## config.mk

```make
export PLATFORM = sky130hd
export DESIGN_NAME = gps_duty_cycle_scheduler
export DESIGN_NICKNAME = d
export VERILOG_FILES = /design/src/rtl/gdcs_pkg.sv /design/src/rtl/gdcs_fifo.sv /design/src/rtl/gdcs_front.sv /design/src/rtl/gdcs_back.sv /design/src/rtl/gps_duty_cycle_scheduler.sv
export SDC_FILE = /design/constraint.sdc
export NUM_CORES = 1
export LEC_CHECK = 0
export ABC_AREA = 1
export BUFFER_PORTS_ARGS = -buffer_cell sky130_fd_sc_hd__buf_2
export CORE_MARGIN = 2
export CORE_UTILIZATION = 40
export DETAILED_ROUTE_END_ITERATION = 12
export GPL_TIMING_DRIVEN = 0
export PLACE_DENSITY = 0.59
export SYNTH_ARGS = -nofsm -noshare
export SYNTH_HDL_FRONTEND = slang
export SYNTH_SLANG_ARGS = --single-unit
export TNS_END_PERCENT = 30
```

## constraint.sdc

```tcl
create_clock -name clk -period 8 [get_ports clk]
set_clock_uncertainty 0.2 [all_clocks]
set_input_delay 1.2 -clock clk [delete_from_list [all_inputs] [get_ports clk]]
set_output_delay 1.2 -clock clk [all_outputs]
set_load 0.005 [all_outputs]
```

## src/rtl/gdcs_pkg.sv

```systemverilog
// Shared types, constants and timing tables of the GPS duty-cycle scheduler.
`timescale 1ns / 1ps
package gdcs_pkg;

  localparam int unsigned BUFFER_DEPTH_DEF = 64;
  localparam int unsigned CMD_QUEUE_DEPTH  = 2;
  localparam int unsigned RES_QUEUE_DEPTH  = 2;

  localparam int unsigned TICKS_PER_MIN  = 6000;
  localparam int unsigned TICK_W         = 19;  // 60 min * 6000 ticks fits
  localparam logic [7:0]  DEF_INTERVAL   = 8'd3;
  localparam logic [7:0]  GET_MIN_LO     = 8'd1;
  localparam logic [7:0]  SEND_MIN_LO    = 8'd3;
  localparam logic [7:0]  INTERVAL_HI    = 8'd60;

  localparam logic [2:0]  BACKOFF_NONE   = 3'd4;
  localparam int unsigned MODE_AUTO_BIT  = 0;
  localparam int unsigned MODE_MAN_BIT   = 1;

  localparam int unsigned CFG_ADDR_W     = 4;

  typedef enum logic [1:0] {
    REG_GPS_ENABLE   = 2'd0,
    REG_GET_INTERVAL = 2'd1,
    REG_SEND_INTERVAL= 2'd2
  } reg_idx_t;

  typedef enum logic [1:0] {
    KIND_POLL    = 2'd0,
    KIND_FIX     = 2'd1,
    KIND_MANUAL  = 2'd2,
    KIND_STARTED = 2'd3
  } kind_t;

  typedef struct packed {
    logic [1:0]  kind;
    logic [31:0] now;
    logic        sim_ready;
    logic [23:0] lat_prefix;
    logic [31:0] long_prefix;
    logic        manual_on;
  } in_item_t;

  typedef struct packed {
    logic        open_cmd;
    logic        close_cmd;
    logic        record_fix;
    logic [23:0] record_lat;
    logic [31:0] record_long;
    logic        flush;
    logic [7:0]  flush_count;
    logic [1:0]  work_mode;
    logic        manual_rejected;
  } out_item_t;

  // Classified event as it waits between front and back.
  typedef struct packed {
    kind_t       kind;
    logic [31:0] now;
    logic        sim_ready;
    logic [55:0] fix;
    logic        manual_on;
  } cmd_t;

  // Qualified configuration handed to the back end.
  typedef struct packed {
    logic              enable;
    logic [TICK_W-1:0] get_ticks;
    logic [TICK_W-1:0] send_ticks;
  } cfg_t;

  function automatic logic [31:0] run_window_ticks(input logic [1:0] idx);
    case (idx)
      2'd0:    run_window_ticks = 32'd30000;
      2'd1:    run_window_ticks = 32'd18000;
      2'd2:    run_window_ticks = 32'd6000;
      default: run_window_ticks = 32'd3500;
    endcase
  endfunction

  function automatic logic [31:0] backoff_ticks(input logic [1:0] idx);
    case (idx)
      2'd0:    backoff_ticks = 32'd30000;
      2'd1:    backoff_ticks = 32'd60000;
      2'd2:    backoff_ticks = 32'd90000;
      default: backoff_ticks = 32'd120000;
    endcase
  endfunction

endpackage

```

## src/rtl/gdcs_fifo.sv

```systemverilog
// Small register queue with first-word fall-through read.
`timescale 1ns / 1ps
module gdcs_fifo #(
  parameter int unsigned WIDTH = 8,
  parameter int unsigned DEPTH = 2
) (
  input  logic             clk,
  input  logic             rst_n,
  input  logic             push,
  input  logic [WIDTH-1:0] wr_data,
  output logic             full,
  input  logic             pop,
  output logic [WIDTH-1:0] rd_data,
  output logic             empty
);

  localparam int unsigned PTR_W = (DEPTH > 1) ? $clog2(DEPTH) : 1;
  localparam int unsigned CNT_W = $clog2(DEPTH + 1);
  localparam logic [PTR_W-1:0] LAST = PTR_W'(DEPTH - 1);

  logic [WIDTH-1:0] mem_r [DEPTH];
  logic [PTR_W-1:0] wr_ptr_r, rd_ptr_r;
  logic [CNT_W-1:0] cnt_r;
  logic             do_push, do_pop;

  assign full    = (cnt_r == CNT_W'(DEPTH));
  assign empty   = (cnt_r == '0);
  assign do_push = push && !full;
  assign do_pop  = pop && !empty;
  assign rd_data = mem_r[rd_ptr_r];

  always_ff @(posedge clk) begin
    if (!rst_n) begin
      wr_ptr_r <= '0;
      rd_ptr_r <= '0;
      cnt_r    <= '0;
    end else begin
      if (do_push) begin
        wr_ptr_r <= (wr_ptr_r == LAST) ? '0 : wr_ptr_r + 1'b1;
      end
      if (do_pop) begin
        rd_ptr_r <= (rd_ptr_r == LAST) ? '0 : rd_ptr_r + 1'b1;
      end
      if (do_push && !do_pop) begin
        cnt_r <= cnt_r + 1'b1;
      end else if (do_pop && !do_push) begin
        cnt_r <= cnt_r - 1'b1;
      end
    end
  end

  always_ff @(posedge clk) begin
    if (do_push) begin
      mem_r[wr_ptr_r] <= wr_data;
    end
  end

endmodule

```

## src/rtl/gdcs_front.sv

```systemverilog
// Front end: classify incoming events and qualify the interval settings.
`timescale 1ns / 1ps
module gdcs_front
  import gdcs_pkg::*;
(
  input  logic       clk,
  input  logic       rst_n,
  input  in_item_t   in_data,
  input  logic       enable,
  input  logic [7:0] get_min,
  input  logic [7:0] send_min,
  output cmd_t       cmd,
  output cfg_t       cfg
);

  logic [5:0]        get_sel, send_sel;
  logic [TICK_W-1:0] get_ticks_nxt, send_ticks_nxt;
  logic [TICK_W-1:0] get_ticks_r, send_ticks_r;
  logic              enable_r;

  // Fall back to three minutes outside the legal range.
  assign get_sel  = (get_min >= GET_MIN_LO && get_min <= INTERVAL_HI)
                    ? get_min[5:0] : DEF_INTERVAL[5:0];
  assign send_sel = (send_min >= SEND_MIN_LO && send_min <= INTERVAL_HI)
                    ? send_min[5:0] : DEF_INTERVAL[5:0];

  assign get_ticks_nxt  = TICK_W'(get_sel)  * TICK_W'(TICKS_PER_MIN);
  assign send_ticks_nxt = TICK_W'(send_sel) * TICK_W'(TICKS_PER_MIN);

  always_ff @(posedge clk) begin
    if (!rst_n) begin
      enable_r     <= 1'b0;
      get_ticks_r  <= TICK_W'(DEF_INTERVAL) * TICK_W'(TICKS_PER_MIN);
      send_ticks_r <= TICK_W'(DEF_INTERVAL) * TICK_W'(TICKS_PER_MIN);
    end else begin
      enable_r     <= enable;
      get_ticks_r  <= get_ticks_nxt;
      send_ticks_r <= send_ticks_nxt;
    end
  end

  assign cfg.enable     = enable_r;
  assign cfg.get_ticks  = get_ticks_r;
  assign cfg.send_ticks = send_ticks_r;

  always_comb begin
    cmd.kind      = kind_t'(in_data.kind);
    cmd.now       = in_data.now;
    cmd.sim_ready = in_data.sim_ready;
    cmd.fix       = {in_data.lat_prefix, in_data.long_prefix};
    cmd.manual_on = in_data.manual_on;
  end

endmodule

```

## src/rtl/gdcs_back.sv

```systemverilog
// Back end: scheduler state and per-event update, one event per cycle while the result queue has room.
`timescale 1ns / 1ps
module gdcs_back
  import gdcs_pkg::*;
#(
  parameter int unsigned BUFFER_DEPTH = BUFFER_DEPTH_DEF
) (
  input  logic      clk,
  input  logic      rst_n,
  input  cfg_t      cfg,
  input  cmd_t      cmd,
  input  logic      cmd_empty,
  output logic      cmd_pop,
  input  logic      res_full,
  output logic      res_push,
  output out_item_t res
);

  logic [31:0] last_get_r,   last_get_nxt;
  logic [31:0] last_send_r,  last_send_nxt;
  logic [31:0] run_start_r,  run_start_nxt;
  logic [31:0] delay_start_r, delay_start_nxt;
  logic        delay_r,      delay_nxt;
  logic [1:0]  win_idx_r,    win_idx_nxt;
  logic [2:0]  backoff_r,    backoff_nxt;
  logic [1:0]  mode_r,       mode_nxt;
  logic        pending_r,    pending_nxt;
  logic [55:0] latest_r,     latest_nxt;
  logic [55:0] recorded_r,   recorded_nxt;
  logic [7:0]  count_r,      count_nxt;

  logic        take;
  logic [31:0] el_delay, el_get, el_send, el_run;

  assign take     = !cmd_empty && !res_full;
  assign cmd_pop  = take;
  assign res_push = take;

  assign el_delay = cmd.now - delay_start_r;
  assign el_get   = cmd.now - last_get_r;
  assign el_send  = cmd.now - last_send_r;
  assign el_run   = cmd.now - run_start_r;

  always_comb begin
    last_get_nxt    = last_get_r;
    last_send_nxt   = last_send_r;
    run_start_nxt   = run_start_r;
    delay_start_nxt = delay_start_r;
    delay_nxt       = delay_r;
    win_idx_nxt     = win_idx_r;
    backoff_nxt     = backoff_r;
    mode_nxt        = mode_r;
    pending_nxt     = pending_r;
    latest_nxt      = latest_r;
    recorded_nxt    = recorded_r;
    count_nxt       = count_r;
    res             = '0;

    if (take) begin
      case (cmd.kind)
        KIND_POLL: begin
          if (delay_r && !backoff_r[2]) begin
            // Backoff running: only watch for its end.
            if (el_delay >= backoff_ticks(backoff_r[1:0])) begin
              delay_nxt = 1'b0;
            end
          end else begin
            if (cfg.enable && cmd.sim_ready) begin
              if (el_get >= 32'(cfg.get_ticks)) begin
                last_get_nxt            = cmd.now;
                mode_nxt[MODE_AUTO_BIT] = 1'b1;
                res.open_cmd            = 1'b1;
              end
              if (el_send >= 32'(cfg.send_ticks)) begin
                last_send_nxt = cmd.now;
                if (count_nxt != '0) begin
                  res.flush       = 1'b1;
                  res.flush_count = count_nxt;
                  count_nxt       = '0;
                end
              end
            end
            if (mode_nxt[MODE_AUTO_BIT]) begin
              if (el_run < run_window_ticks(win_idx_r)) begin
                if (pending_r) begin
                  if (!mode_nxt[MODE_MAN_BIT]) begin
                    res.close_cmd = 1'b1;
                  end
                  if (count_nxt < 8'(BUFFER_DEPTH) && latest_r != recorded_r) begin
                    recorded_nxt    = latest_r;
                    res.record_fix  = 1'b1;
                    res.record_lat  = latest_r[55:32];
                    res.record_long = latest_r[31:0];
                    count_nxt       = count_nxt + 8'd1;
                  end
                  pending_nxt             = 1'b0;
                  mode_nxt[MODE_AUTO_BIT] = 1'b0;
                  // Tighten the window to the shortest one the fix beat.
                  if (el_run < run_window_ticks(2'd3)) begin
                    win_idx_nxt = 2'd3;
                  end else if (el_run < run_window_ticks(2'd2)) begin
                    win_idx_nxt = 2'd2;
                  end else if (el_run < run_window_ticks(2'd1)) begin
                    win_idx_nxt = 2'd1;
                  end
                  backoff_nxt = BACKOFF_NONE;
                end
              end else begin
                if (!mode_nxt[MODE_MAN_BIT]) begin
                  res.close_cmd           = 1'b1;
                  mode_nxt[MODE_AUTO_BIT] = 1'b0;
                  delay_start_nxt         = cmd.now;
                  delay_nxt               = 1'b1;
                  if (win_idx_r != '0) begin
                    win_idx_nxt = win_idx_r - 2'd1;
                  end
                  backoff_nxt = backoff_r[2] ? 3'd0 : backoff_r + 3'd1;
                end
                run_start_nxt = cmd.now;
              end
            end
          end
        end
        KIND_FIX: begin
          latest_nxt  = cmd.fix;
          pending_nxt = 1'b1;
        end
        KIND_MANUAL: begin
          if (!cfg.enable) begin
            res.manual_rejected = 1'b1;
          end else begin
            mode_nxt[MODE_MAN_BIT] = cmd.manual_on;
            if (!mode_nxt[MODE_AUTO_BIT]) begin
              res.open_cmd  = cmd.manual_on;
              res.close_cmd = !cmd.manual_on;
            end
          end
        end
        KIND_STARTED: begin
          run_start_nxt = cmd.now;
        end
        default: begin
          run_start_nxt = run_start_r;
        end
      endcase
      res.work_mode = mode_nxt;
    end
  end

  always_ff @(posedge clk) begin
    if (!rst_n) begin
      last_get_r    <= '0;
      last_send_r   <= '0;
      run_start_r   <= '0;
      delay_start_r <= '0;
      delay_r       <= 1'b0;
      win_idx_r     <= '0;
      backoff_r     <= BACKOFF_NONE;
      mode_r        <= '0;
      pending_r     <= 1'b0;
      latest_r      <= '0;
      recorded_r    <= '0;
      count_r       <= '0;
    end else begin
      last_get_r    <= last_get_nxt;
      last_send_r   <= last_send_nxt;
      run_start_r   <= run_start_nxt;
      delay_start_r <= delay_start_nxt;
      delay_r       <= delay_nxt;
      win_idx_r     <= win_idx_nxt;
      backoff_r     <= backoff_nxt;
      mode_r        <= mode_nxt;
      pending_r     <= pending_nxt;
      latest_r      <= latest_nxt;
      recorded_r    <= recorded_nxt;
      count_r       <= count_nxt;
    end
  end

endmodule

```

## src/rtl/gps_duty_cycle_scheduler.sv

```systemverilog
// Top level of the GPS duty-cycle scheduler: config registers, queues, front and back.
`timescale 1ns / 1ps
// Power duty-cycle controller for a GPS receiver. Each input word is one event
// (poll, fix arrived, manual request, receiver started) and produces exactly one
// result word carrying open/close commands, a recorded fix, a flush count and the
// mode bits. Sustained rate is one word per cycle while the result side keeps
// popping: a pushed word is written into the command queue, taken from there by
// the back end, whose update is combinational, and written into the result
// queue, whose head shows on the result ports. Two-entry queues before and after
// the back end let the input and result sides stall independently. Interval
// registers are range checked and converted to ticks in a register stage, so
// write them only while no events are in flight. Register map (32-bit APB, pready
// tied high): 0x0 gps_enable, 0x4 get_interval_min, 0x8 send_interval_min.
module gps_duty_cycle_scheduler
  import gdcs_pkg::*;
#(
  parameter int unsigned BUFFER_DEPTH = BUFFER_DEPTH_DEF
) (
  input  logic                  clk,
  input  logic                  rst_n,
  // event input
  input  logic                  push,
  output logic                  full,
  input  in_item_t              in_data,
  // result output
  output logic                  empty,
  input  logic                  pop,
  output out_item_t             out_data,
  // configuration
  input  logic                  psel,
  input  logic                  penable,
  input  logic                  pwrite,
  input  logic [CFG_ADDR_W-1:0] paddr,
  input  logic [31:0]           pwdata,
  output logic [31:0]           prdata,
  output logic                  pready
);

  logic        enable_r;
  logic [7:0]  get_min_r, send_min_r;
  logic        cfg_wr;
  reg_idx_t    cfg_idx;

  cmd_t        cmd_in, cmd_out;
  cfg_t        qual_cfg;
  logic        cmd_empty, cmd_pop;
  logic        res_full, res_push;
  out_item_t   res;

  // Register file: word index from address bits [3:2].
  assign pready  = 1'b1;
  assign cfg_idx = reg_idx_t'(paddr[3:2]);
  assign cfg_wr  = psel && penable && pwrite && pready;

  always_ff @(posedge clk) begin
    if (!rst_n) begin
      enable_r   <= 1'b0;
      get_min_r  <= DEF_INTERVAL;
      send_min_r <= DEF_INTERVAL;
    end else if (cfg_wr) begin
      case (cfg_idx)
        REG_GPS_ENABLE:    enable_r   <= pwdata[0];
        REG_GET_INTERVAL:  get_min_r  <= pwdata[7:0];
        REG_SEND_INTERVAL: send_min_r <= pwdata[7:0];
        default:           enable_r   <= enable_r;   // unmapped: drop the write
      endcase
    end
  end

  always_comb begin
    case (cfg_idx)
      REG_GPS_ENABLE:    prdata = {31'd0, enable_r};
      REG_GET_INTERVAL:  prdata = {24'd0, get_min_r};
      REG_SEND_INTERVAL: prdata = {24'd0, send_min_r};
      default:           prdata = '0;
    endcase
  end

  // Front: classify the event and qualify intervals.
  gdcs_front u_front (
    .clk      (clk),
    .rst_n    (rst_n),
    .in_data  (in_data),
    .enable   (enable_r),
    .get_min  (get_min_r),
    .send_min (send_min_r),
    .cmd      (cmd_in),
    .cfg      (qual_cfg)
  );

  // Hold classified events until the back end can take them.
  gdcs_fifo #(
    .WIDTH ($bits(cmd_t)),
    .DEPTH (CMD_QUEUE_DEPTH)
  ) u_cmd_q (
    .clk     (clk),
    .rst_n   (rst_n),
    .push    (push),
    .wr_data (cmd_in),
    .full    (full),
    .pop     (cmd_pop),
    .rd_data (cmd_out),
    .empty   (cmd_empty)
  );

  // Back: advance the scheduler state, one event per cycle while the result queue has room.
  gdcs_back #(
    .BUFFER_DEPTH (BUFFER_DEPTH)
  ) u_back (
    .clk       (clk),
    .rst_n     (rst_n),
    .cfg       (qual_cfg),
    .cmd       (cmd_out),
    .cmd_empty (cmd_empty),
    .cmd_pop   (cmd_pop),
    .res_full  (res_full),
    .res_push  (res_push),
    .res       (res)
  );

  // Result words wait here for the consumer.
  gdcs_fifo #(
    .WIDTH ($bits(out_item_t)),
    .DEPTH (RES_QUEUE_DEPTH)
  ) u_res_q (
    .clk     (clk),
    .rst_n   (rst_n),
    .push    (res_push),
    .wr_data (res),
    .full    (res_full),
    .pop     (pop),
    .rd_data (out_data),
    .empty   (empty)
  );

endmodule

```

==> flow_metrics.tcl <==
set metrics [dict create \
    dp_hpwl_um 80500 \
    slowest_delay_ns 0.60 \
    cts_tree "yes" \
    run_status "finished, final reports clean" \
    period_share 0.876 \
    synth_ff_type "edfxtp_1" \
    vias 30700 \
    fin_crit_ns 7.00 \
    antenna_found_initial 13 \
    cts_buffers 71 \
    worstMarginPinSlew_ns 1.35 \
    cts_setup_buffers 0 \
    num_io_pins 241 \
    grt_first_pass_wirelength_um 162000 \
    cp-end-kind "flop" \
    worstSkewPairLatency_ns 0.65 \
    yosys-top-cells-area "edfxtp_1, dfxtp_1, nand2_1, ha_1, inv_1" \
    drive_above_1_share 0.103 \
    relSlewSlack 0.102 \
    synth_area_per_cell_um2 8.05 \
    ir_worst_vdd_uv 199 \
    syn_inst 4575 \
    area_growth_syn_to_layout_pct 14.0 \
    fmax_mhz 143 \
    dp_worst_setup_slack_ns 1.09 \
    overflow 0 \
    cts.sinks 641 \
    slew_viol_final 0 \
    critPathLaunchType "flop" \
    path_common_cell "nand2_1" \
    cts_hold_buf 0 \
    synth_async_sr_flop_share 0 \
    cts_resized 0 \
    fin_ws_ns 0.995 \
    required_ns 8.17 \
    port_buffers 189 \
    routabilityCongestion 0.938 \
    yosys.area.top_type "edfxtp_1" \
    synth_common_cells "nand2_1, inv_1, nor2_1, edfxtp_1, dfxtp_1" \
    viasPerCell 5.02 \
    max_cap_viol_count 0 \
    avgRoutedWirePerCell_um 17.1 \
    hold_violations 0 \
    busiest_layer "met2" \
    cp.arrival_ns 7.17 \
    power_density_mw_per_mm2 385 \
    finalSetupViolations 0 \
    yosysWarnings 0 \
    p_leak_nw 17.8 \
    ys_types 56 \
    min_path_type "flop to flop" \
    worst_hold_slack_ns 0.253 \
    crit_type "flop to flop" \
    grt_use_met1 0.304 \
    num_rows 111 \
    drtIter0Drc 2167 \
    synth_edf_count 326 \
    cp_max_fo 10 \
    die_h_um 308 \
    tns_ns 0 \
    syn-cell-area_mm2 0.0368 \
    initial_utilization 0.403 \
    drtPass1Iterations 5 \
    yosysMostFrequentCell "nand2_1" \
    htreeDepth 3 \
    die_w_um 308 \
    clk_pin_slew_worst_paths_ns 0.06 \
    fp.coreArea_mm2 0.0915 \
    cts_max_path_buffers 3 \
    nets 5281 \
    ant_nets 0 \
    synth_seq_cells 641 \
    worst_path_max_delay_cell "inv_1" \
    synth_top_area_share 0.266 \
    cts-root-buf "clkbuf_16" \
    use_met3 0.0291 \
    first_global_vias 29000 \
    rsz0062_at_grt "false" \
    grtUsageTotal 0.220 \
    wl_um 105000 \
    grt_max_degree 32 \
    ys_seq_area_frac 0.437 \
    cp_num_buf_inv 8 \
    cp_top_family "buffers and inverters" \
    die_area_mm2 0.0946 \
    gr-usage-met2 0.356 \
    post-route-drc-count 0 \
    final.fill_count 9029 \
]
[where the power goes]
group	internal [mW]	switching (mW)
Clock	1.89	1.38
Sequential	4.11	0.265
Combinational	2.89	5.63
Total	8.90	7.27
[routing by layer]
metal | vias up | wire length (µm) | part of all wire
met4 | 6 | 2750 | 0.026
met5 | - | 40 | 0.00038
met1 | 14400 | 48600 | 0.46
met2 | 708 | 47600 | 0.45
met3 | 123 | 5790 | 0.055
li1 | 15500 | - | -
[placed cells by master, fill, tap and decap left out, types with 8 or more instances in the layout]
master / count
conb_1: 25
dfxtp_1: 315
or2_2: 38
nand4_1: 83
a21o_1: 9
edfxtp_1: 326
ha_1: 242
a31oi_1: 64
o211ai_1: 9
clkbuf_8: 11
o21ai_1: 24
nand2_1: 967
inv_1: 671
clkbuf_16: 71
nand3_1: 137
a21oi_1: 300
o21ai_0: 294
xor2_1: 67
nand3b_1: 19
nor3_1: 53
mux2_2: 71
buf_12: 8
o21bai_1: 24
clkbuf_1: 125
inv_2: 23
xnor2_1: 60
nor2_1: 515
buf_4: 26
fa_1: 33
nor4_1: 14
buf_2: 213
[worst reg2reg max path, delay by kind of cell, from the launching register on]
kind / cells / cell delay (ns)
AO/OA/AOI/OAI: 4 / 0.54
XOR/XNOR: 1 / 0.23
adder cells (fa/ha/maj): 2 / 0.71
flip-flops: 1 / 0.37
AND/OR/NAND/NOR: 17 / 2.27
buffers and inverters: 8 / 2.43
[layout make-up]
class | count | area, µm² | share of cell area
Multi-Input combinational cell | 3110 | 17500 | 0.417
Sequential cell | 641 | 16100 | 0.383
Inverter | 697 | 2620 | 0.0623
Clock buffer | 117 | 2060 | 0.0490
Tap cell | 1186 | 1480 | 0.0353
Timing Repair Buffer | 200 | 1180 | 0.0280
Buffer | 150 | 743 | 0.0177
Clock inverter | 15 | 310 | 0.00739
Antenna cell | 7 | 17.5 | 0.000417
[metrics by stage]
stage                      util  area (µm²)  instances  power [mW]
after floorplan               -       36900       4598        10.3
after global placement    0.430       39400       5973        12.8
after CTS                 0.459       42000       6116        16.2
after detailed placement  0.433       39600       5984        12.9
after global routing      0.459       42000       6120        17.5
final                     0.459       42000       6123        16.2
[sequential cells by signal, indices dropped and copies added (netlist names), 3 cells and up, named ones only]
| name | cells |
|---|---|
| u_back.count_r | 8 |
| u_back.recorded_r | 56 |
| u_res_q.mem_r | 142 |
| u_back.last_send_r | 32 |
| u_back.last_get_r | 32 |
| send_min_r | 8 |
| u_back.run_start_r | 32 |
| get_min_r | 8 |
| u_cmd_q.mem_r | 184 |
| u_back.backoff_r | 3 |
| u_back.delay_start_r | 32 |
| u_front.get_ticks_r | 15 |
| u_back.latest_r | 56 |
| u_front.send_ticks_r | 15 |
[cells by family (layout without fill, tap and decap cells)]
group / after synthesis / count (layout) / share of synthesized area
xor+xnor: 127 / 127 / 0.0302
buf+inv: 847 / 1179 / 0.0912
fa+ha+maj: 275 / 275 / 0.100
mux: 72 / 72 / 0.0220
flops: 641 / 641 / 0.437
other cells: 2 / 32 / 0.000204
simple gates: 1857 / 1857 / 0.210
compound gates: 754 / 754 / 0.110
[path summary, 6_finish.rpt]
check / from / to / slack, ns / cells past startpoint
worst max-delay path: flop / u_res_q.mem_r[1][68] / 1.0 / 32
worst min-delay path: u_back.last_send_r[2] / u_back.last_send_r[2] / 0.25 / 2
worst max register to register: flop / u_res_q.mem_r[1][68] / 1.0 / 32
worst min register to register: u_back.last_send_r[2] / u_back.last_send_r[2] / 0.25 / 2
Note: power is estimated with default switching activity, not from simulation.
